[src/sv/acp_pkg.sv]
// Package for the ADC-count-to-power calibration block.
// Holds the field widths, the calibration tables and the words passed between cells.
// No dependencies; every other file imports it.
`timescale 1ns / 1ps

package acp_pkg;

  // Field and datapath widths.
  localparam int COUNT_W    = 12;
  localparam int OUT_W      = 14;
  localparam int SEG_W      = 4;
  localparam int TABLE_ROWS = 16;
  localparam int SLOPE_W    = 10;
  localparam int SCALE_W    = 10;
  localparam int DIV_W      = COUNT_W + SCALE_W;
  // The top dividend bits are always below the smallest slope, so only the
  // low QUOT_W bits can produce quotient bits.
  localparam int QUOT_W     = 15;
  localparam int HEAD_W     = DIV_W - QUOT_W;
  localparam int REM_W      = SLOPE_W;
  localparam int SUM_W      = QUOT_W + 1;

  localparam logic [SCALE_W-1:0] SCALE = SCALE_W'(1000);

  // Calibration: upper threshold, slope and intercept for each segment.
  // Rows past the tenth repeat the last segment.
  localparam logic [COUNT_W-1:0] SEG_LIMIT [TABLE_ROWS] = '{
    12'd1288, 12'd1548, 12'd1704, 12'd1812, 12'd1897, 12'd1967, 12'd2164, 12'd2301,
    12'd2411, 12'd2505, 12'd2505, 12'd2505, 12'd2505, 12'd2505, 12'd2505, 12'd2505
  };

  localparam logic [SLOPE_W-1:0] SEG_SLOPE [TABLE_ROWS] = '{
    10'd249, 10'd356, 10'd374, 10'd388, 10'd400, 10'd402, 10'd435, 10'd460,
    10'd500, 10'd553, 10'd553, 10'd553, 10'd553, 10'd553, 10'd553, 10'd553
  };

  localparam logic signed [OUT_W-1:0] SEG_OFFSET [TABLE_ROWS] = '{
    -14'sd5418, -14'sd3810, -14'sd3602, -14'sd3431, -14'sd3289, -14'sd3261,
    -14'sd2877, -14'sd2601, -14'sd2189, -14'sd1725, -14'sd1725, -14'sd1725,
    -14'sd1725, -14'sd1725, -14'sd1725, -14'sd1725
  };

  // Word passed along the segment search chain.
  typedef struct packed {
    logic [COUNT_W-1:0] count;
    logic               found;
    logic [SEG_W-1:0]   seg;
  } seg_word_t;

  // Word passed along the divider chain. The low bits of the dividend are
  // shifted out at the top while quotient bits enter at the bottom.
  typedef struct packed {
    logic [REM_W-1:0]         rem;
    logic [QUOT_W-1:0]        low;
    logic [SLOPE_W-1:0]       slope;
    logic signed [OUT_W-1:0]  offset;
  } div_word_t;

endpackage

[src/sv/acp_seg_cell.sv]
// One cell of the segment search chain: compares the count with one threshold.
// Depends on acp_pkg for the threshold table and the chain word.
`timescale 1ns / 1ps

module acp_seg_cell #(
  parameter int IDX = 0
) (
  input  logic              clk,
  input  logic              rst,
  input  logic              en,
  input  logic              in_vld,
  input  acp_pkg::seg_word_t in_word,
  output logic              out_vld,
  output acp_pkg::seg_word_t out_word
);
  import acp_pkg::*;

  localparam logic [COUNT_W-1:0] LIMIT = SEG_LIMIT[IDX];

  logic      hit;
  seg_word_t word_next;

  // The first segment also takes a count equal to its threshold.
  always_comb begin
    if (IDX == 0) begin
      hit = !in_word.found && (in_word.count <= LIMIT);
    end else begin
      hit = !in_word.found && (in_word.count < LIMIT);
    end
    word_next = in_word;
    if (hit) begin
      word_next.found = 1'b1;
      word_next.seg   = SEG_W'(IDX);
    end
  end

  // Valid bit of this stage.
  always_ff @(posedge clk) begin
    if (rst) begin
      out_vld <= 1'b0;
    end else if (en) begin
      out_vld <= in_vld;
    end
  end

  // Payload of this stage.
  always_ff @(posedge clk) begin
    if (en) begin
      out_word <= word_next;
    end
  end

endmodule

[src/sv/acp_div_cell.sv]
// One cell of the divider chain: a single restoring division step per cycle while en is high.
// Depends on acp_pkg for the chain word and widths.
`timescale 1ns / 1ps

module acp_div_cell (
  input  logic              clk,
  input  logic              rst,
  input  logic              en,
  input  logic              in_vld,
  input  acp_pkg::div_word_t in_word,
  output logic              out_vld,
  output acp_pkg::div_word_t out_word
);
  import acp_pkg::*;

  logic [REM_W:0] trial;
  logic           ge;
  div_word_t      word_next;

  // Bring down the next dividend bit and subtract the slope if it fits.
  always_comb begin
    trial     = {in_word.rem, in_word.low[QUOT_W-1]};
    ge        = (trial >= {1'b0, in_word.slope});
    word_next = in_word;
    if (ge) begin
      word_next.rem = REM_W'(trial - {1'b0, in_word.slope});
    end else begin
      word_next.rem = REM_W'(trial);
    end
    word_next.low = {in_word.low[QUOT_W-2:0], ge};
  end

  // Valid bit of this stage.
  always_ff @(posedge clk) begin
    if (rst) begin
      out_vld <= 1'b0;
    end else if (en) begin
      out_vld <= in_vld;
    end
  end

  // Payload of this stage.
  always_ff @(posedge clk) begin
    if (en) begin
      out_word <= word_next;
    end
  end

endmodule

[src/sv/adc_count_to_power_piecewise.sv]
// Top level of the ADC-count-to-power calibration block.
// Depends on acp_pkg, acp_seg_cell and acp_div_cell.
`timescale 1ns / 1ps

// Converts a 12-bit power-detector ADC count into RF power in hundredths of a
// dBm using a ten-segment piecewise-linear calibration. One count is taken
// every cycle while adc_ready is high and each count gives one result. The
// path holds NUM_SEGMENTS - 1 cells of threshold search, a register that
// forms count * 1000 and looks up the segment, fifteen restoring division
// cells (one quotient bit each) and the output register, where the intercept
// is added. The first search cell captures the count at the accepting edge
// itself. A two-entry output stage lets the pipeline keep flowing while a
// result waits; while its spare entry is occupied the whole pipeline holds
// and no new count is taken.
module adc_count_to_power_piecewise #(
  parameter int NUM_SEGMENTS = 10
) (
  input  logic                             clk,
  input  logic                             rst,
  input  logic                             adc_valid,
  output logic                             adc_ready,
  input  logic [acp_pkg::COUNT_W-1:0]      adc_count,
  output logic                             power_valid,
  input  logic                             power_ready,
  output logic signed [acp_pkg::OUT_W-1:0] power_centi_dbm
);
  import acp_pkg::*;

  localparam int SCELLS = NUM_SEGMENTS - 1;
  localparam logic [SEG_W-1:0] SEG_LAST = SEG_W'(NUM_SEGMENTS - 1);

  logic                    adv;
  logic [SCELLS:0]         seg_vld;
  seg_word_t               seg_link [SCELLS+1];
  logic [SEG_W-1:0]        seg_final;
  logic [DIV_W-1:0]        dividend;
  logic                    mid_vld;
  div_word_t               mid_word;
  logic [QUOT_W:0]         div_vld;
  div_word_t               div_link [QUOT_W+1];
  logic signed [SUM_W-1:0] sum;
  logic [OUT_W-1:0]        result;
  logic                    incoming;
  logic                    take;
  logic                    skid_vld;
  logic [OUT_W-1:0]        skid_power;

  // The pipeline moves only while the spare output entry is free.
  assign adv       = !skid_vld;
  assign adc_ready = adv;

  // Segment search chain.
  assign seg_vld[0]  = adc_valid;
  assign seg_link[0] = '{count: adc_count, found: 1'b0, seg: '0};

  for (genvar k = 0; k < SCELLS; k++) begin : g_seg
    acp_seg_cell #(
      .IDX(k)
    ) u_cell (
      .clk     (clk),
      .rst     (rst),
      .en      (adv),
      .in_vld  (seg_vld[k]),
      .in_word (seg_link[k]),
      .out_vld (seg_vld[k+1]),
      .out_word(seg_link[k+1])
    );
  end

  // Counts at or above the last tested threshold fall into the last segment.
  assign seg_final = seg_link[SCELLS].found ? seg_link[SCELLS].seg : SEG_LAST;
  assign dividend  = DIV_W'(seg_link[SCELLS].count) * DIV_W'(SCALE);

  // Scaling and table lookup stage.
  always_ff @(posedge clk) begin
    if (rst) begin
      mid_vld <= 1'b0;
    end else if (adv) begin
      mid_vld <= seg_vld[SCELLS];
    end
  end

  always_ff @(posedge clk) begin
    if (adv) begin
      mid_word.rem    <= REM_W'(dividend[DIV_W-1:QUOT_W]);
      mid_word.low    <= dividend[QUOT_W-1:0];
      mid_word.slope  <= SEG_SLOPE[seg_final];
      mid_word.offset <= SEG_OFFSET[seg_final];
    end
  end

  // Divider chain.
  assign div_vld[0]  = mid_vld;
  assign div_link[0] = mid_word;

  for (genvar j = 0; j < QUOT_W; j++) begin : g_div
    acp_div_cell u_cell (
      .clk     (clk),
      .rst     (rst),
      .en      (adv),
      .in_vld  (div_vld[j]),
      .in_word (div_link[j]),
      .out_vld (div_vld[j+1]),
      .out_word(div_link[j+1])
    );
  end

  // Quotient plus intercept, kept to the output width.
  assign sum    = $signed({1'b0, div_link[QUOT_W].low}) + SUM_W'(div_link[QUOT_W].offset);
  assign result = sum[OUT_W-1:0];

  assign incoming = adv && div_vld[QUOT_W];
  assign take     = power_valid && power_ready;

  // Output register and spare entry: control.
  always_ff @(posedge clk) begin
    if (rst) begin
      power_valid <= 1'b0;
      skid_vld    <= 1'b0;
    end else if (incoming) begin
      if (!power_valid || power_ready) begin
        power_valid <= 1'b1;
      end else begin
        skid_vld <= 1'b1;
      end
    end else if (take) begin
      if (skid_vld) begin
        skid_vld <= 1'b0;
      end else begin
        power_valid <= 1'b0;
      end
    end
  end

  // Output register and spare entry: payload.
  always_ff @(posedge clk) begin
    if (incoming) begin
      if (!power_valid || power_ready) begin
        power_centi_dbm <= result;
      end else begin
        skid_power <= result;
      end
    end else if (take && skid_vld) begin
      power_centi_dbm <= skid_power;
    end
  end

endmodule
[config.mk]
export PLATFORM = sky130hd
export DESIGN_NAME = adc_count_to_power_piecewise
export DESIGN_NICKNAME = d
export VERILOG_FILES = /design/src/sv/acp_pkg.sv /design/src/sv/acp_seg_cell.sv /design/src/sv/acp_div_cell.sv /design/src/sv/adc_count_to_power_piecewise.sv
export SDC_FILE = /design/constraint.sdc
export NUM_CORES = 2
export LEC_CHECK = 0
export BUFFER_PORTS_ARGS = -buffer_cell sky130_fd_sc_hd__buf_2
export CAP_MARGIN = 20
export CORE_UTILIZATION = 44
export DETAILED_ROUTE_END_ITERATION = 8
export MAX_ROUTING_LAYER = met4
export SLEW_MARGIN = 25
export SYNTH_ARGS = -nofsm -noshare
export SYNTH_HDL_FRONTEND = slang
export SYNTH_HIERARCHICAL = 1
export SYNTH_SLANG_ARGS = --single-unit
[constraint.sdc]
create_clock -name clk -period 36.1 [get_ports clk]
set_clock_uncertainty 0.15 [all_clocks]
set_input_delay 5.415 -clock clk [delete_from_list [all_inputs] [get_ports clk]]
set_output_delay 5.415 -clock clk [all_outputs]
set_load 0.02 [all_outputs]
==> reports/metrics.cfg <==
[global_routing]
overflow = 0
grt_max_degree = 202
grt_pass1_wl_um = 107700
antenna_found_initial = 0
grt_usage_pct = 13.97
grt_pass1_vias = 21697

[run]
maxCapViolCount = 0

[cts]
h-tree-depth = 3
cts_root_buf = clkbuf_16
numCtsBuffers = 97
post_cts_hold_buffer_count = 0
clkLatencyLatePin_ps = 650
cts_setup_buffers = 0
cts_tree = yes
cts_resized = 0
clock_sinks = 950
cts.reportedPaths.clkPinSlew_ps = 60
clk_path_buf_depth = 3

[pwr]
total_power_mw = 4.315
p_per_area_nw_per_um2 = 91.33
power_leakage_nw = 18.87
ir_drop_mv = 0.04802

[routing]
routed_via_density = 5.091
wl_met3_um = 2180
route.met2.wl_um = 31800
wl_met1_um = 29180
top_signal_layer_used = met4
first_iter_violations = 1290
drc = 0
first_pass_iters = 6
routedWlPerCell_um = 15.58
wl_um = 65560
vias = 21417
postRouteAntennaNets = 0

[critical_path]
worstPathMaxFanout = 60
arrival_ps = 1850
path_class = flop to primary output
worstSetupEndpointType = primary output
critPathLaunchType = flop
crit_required_ps = 30530

[finish]
syn2layout_area_growth_pct = 12.22
final_cells = 4207
n_antenna_cell = 0
fin_nets = 3147
fillers = 7912
final_area_sq_um = 47250
fin_util_pct = 49.80
drive_gt1_share_pct = 13.66

[sta]
hold_ws_ps = 244.8
hold_viol = 0
rsz0062_at_grt = false
slew_violations = 0
setup_ws_ps = 28680
final.setup.tns_ps = 0
max_slew_margin_pct = 34.52
period_share_pct = 20.55
layout_min_cycle_time_ps = 7418
worstMarginPinSlew_ps = 977.9
fmax_mhz = 134.8
setup_viol = 0

[synthesis]
yosys_warnings = 6
synthesis.area_sq_um = 42100
syn_avg_cell_area_sq_um = 15.47
synthCells = 2721

[place]
hpwlAfterDp_um = 45120
placed_cells = 4027
io_buffer_count = 31
routabilityCongestion = 0.8801
pre_cts_slack_ps = 29200
dpl_cell_area_sq_um = 43900

[hold_path]
min-delay-path-class = flop to flop

[die]
dieArea_sq_um = 96920
initial_core_util_pct = 44.38
rows = 113
die_w_um = 311.3
die_h_um = 311.3
ioPinCount = 32
core_area_sq_um = 94870

[status]
status = finished clean

[critical path: stages (launching register included)]
cell     delay, ps
dfxtp_1        390
inv_8          370
buf_2          390
[power breakdown]
group,switching (mW),internal [mW]
clock,0.410,0.598
combinational,0.795,0.774
sequential,0.124,1.61
[state kept, by name, summed over array words and instances (netlist names)]
name                   flops
mid_vld                    1
power_valid                1
div_link                  42
g_seg.u_cell/out_word    153
g_div.u_cell/out_word    700
g_seg.u_cell/out_vld       9
power_centi_dbm           14
skid_vld                   1
skid_power                14
g_div.u_cell/out_vld      15
[worst paths after layout]
check | start | end | slack [ps] | depth (start not counted)
hold reg to reg | div_link[738] | g_div[0].u_cell/out_word[3] | 240 | 0
hold / removal | div_link[738] | g_div[0].u_cell/out_word[3] | 240 | 0
setup / recovery | skid_vld | adc_ready | 28680 | 2
setup reg to reg | g_seg[8].u_cell/out_word[12] | div_link[780] | 31320 | 15
[placed cells by master (no fill, tap or decap), types with 10 or more instances in the layout]
| master | count |
|---|---|
| edfxtp_1 | 923 |
| inv_1 | 303 |
| ha_1 | 215 |
| a21oi_1 | 135 |
| nor2_1 | 122 |
| clkbuf_16 | 99 |
| mux2_4 | 90 |
| nand2_1 | 83 |
| mux2i_1 | 67 |
| xnor2_1 | 63 |
| fa_1 | 53 |
| nand3_1 | 43 |
| xor2_1 | 43 |
| o21ai_0 | 42 |
| nand2b_1 | 38 |
| a21o_1 | 34 |
| buf_2 | 32 |
| dfxtp_1 | 27 |
| clkinv_1 | 26 |
| nand4_1 | 24 |
| a211oi_1 | 24 |
| nor3_1 | 21 |
| o21bai_1 | 20 |
| a31oi_1 | 19 |
| a21oi_2 | 18 |
| o211ai_1 | 18 |
| conb_1 | 17 |
| nor2b_1 | 15 |
| nor4_1 | 15 |
| a221oi_1 | 14 |
| clkinv_2 | 13 |
| bufinv_16 | 13 |
| o21a_1 | 12 |
| clkbuf_1 | 12 |
| mux2_2 | 11 |
| a21boi_1 | 11 |
| buf_4 | 11 |
| o21ai_1 | 10 |
| a31o_2 | 10 |
[layer usage]
| layer | vias up | track usage, % |
|---|---|---|
| li1 | 10468 | - |
| met1 | 10423 | 17.36 |
| met2 | 373 | 22.61 |
| met3 | 153 | 2.216 |
| met4 | 0 | 6.191 |
| met5 | - | - |
[cell type report]
cell class / count / area [sq um] / area share, %
multi-input cells: 1453 / 12570 / 26.60
flip-flops and latches: 950 / 28260 / 59.81
repair buffers: 50 / 371.6 / 0.7865
clock buffers: 111 / 2522 / 5.339
well taps: 1265 / 1583 / 3.350
inverters: 311 / 1192 / 2.524
clock inverters: 67 / 752.0 / 1.592
(Power assumes the default switching activity.)
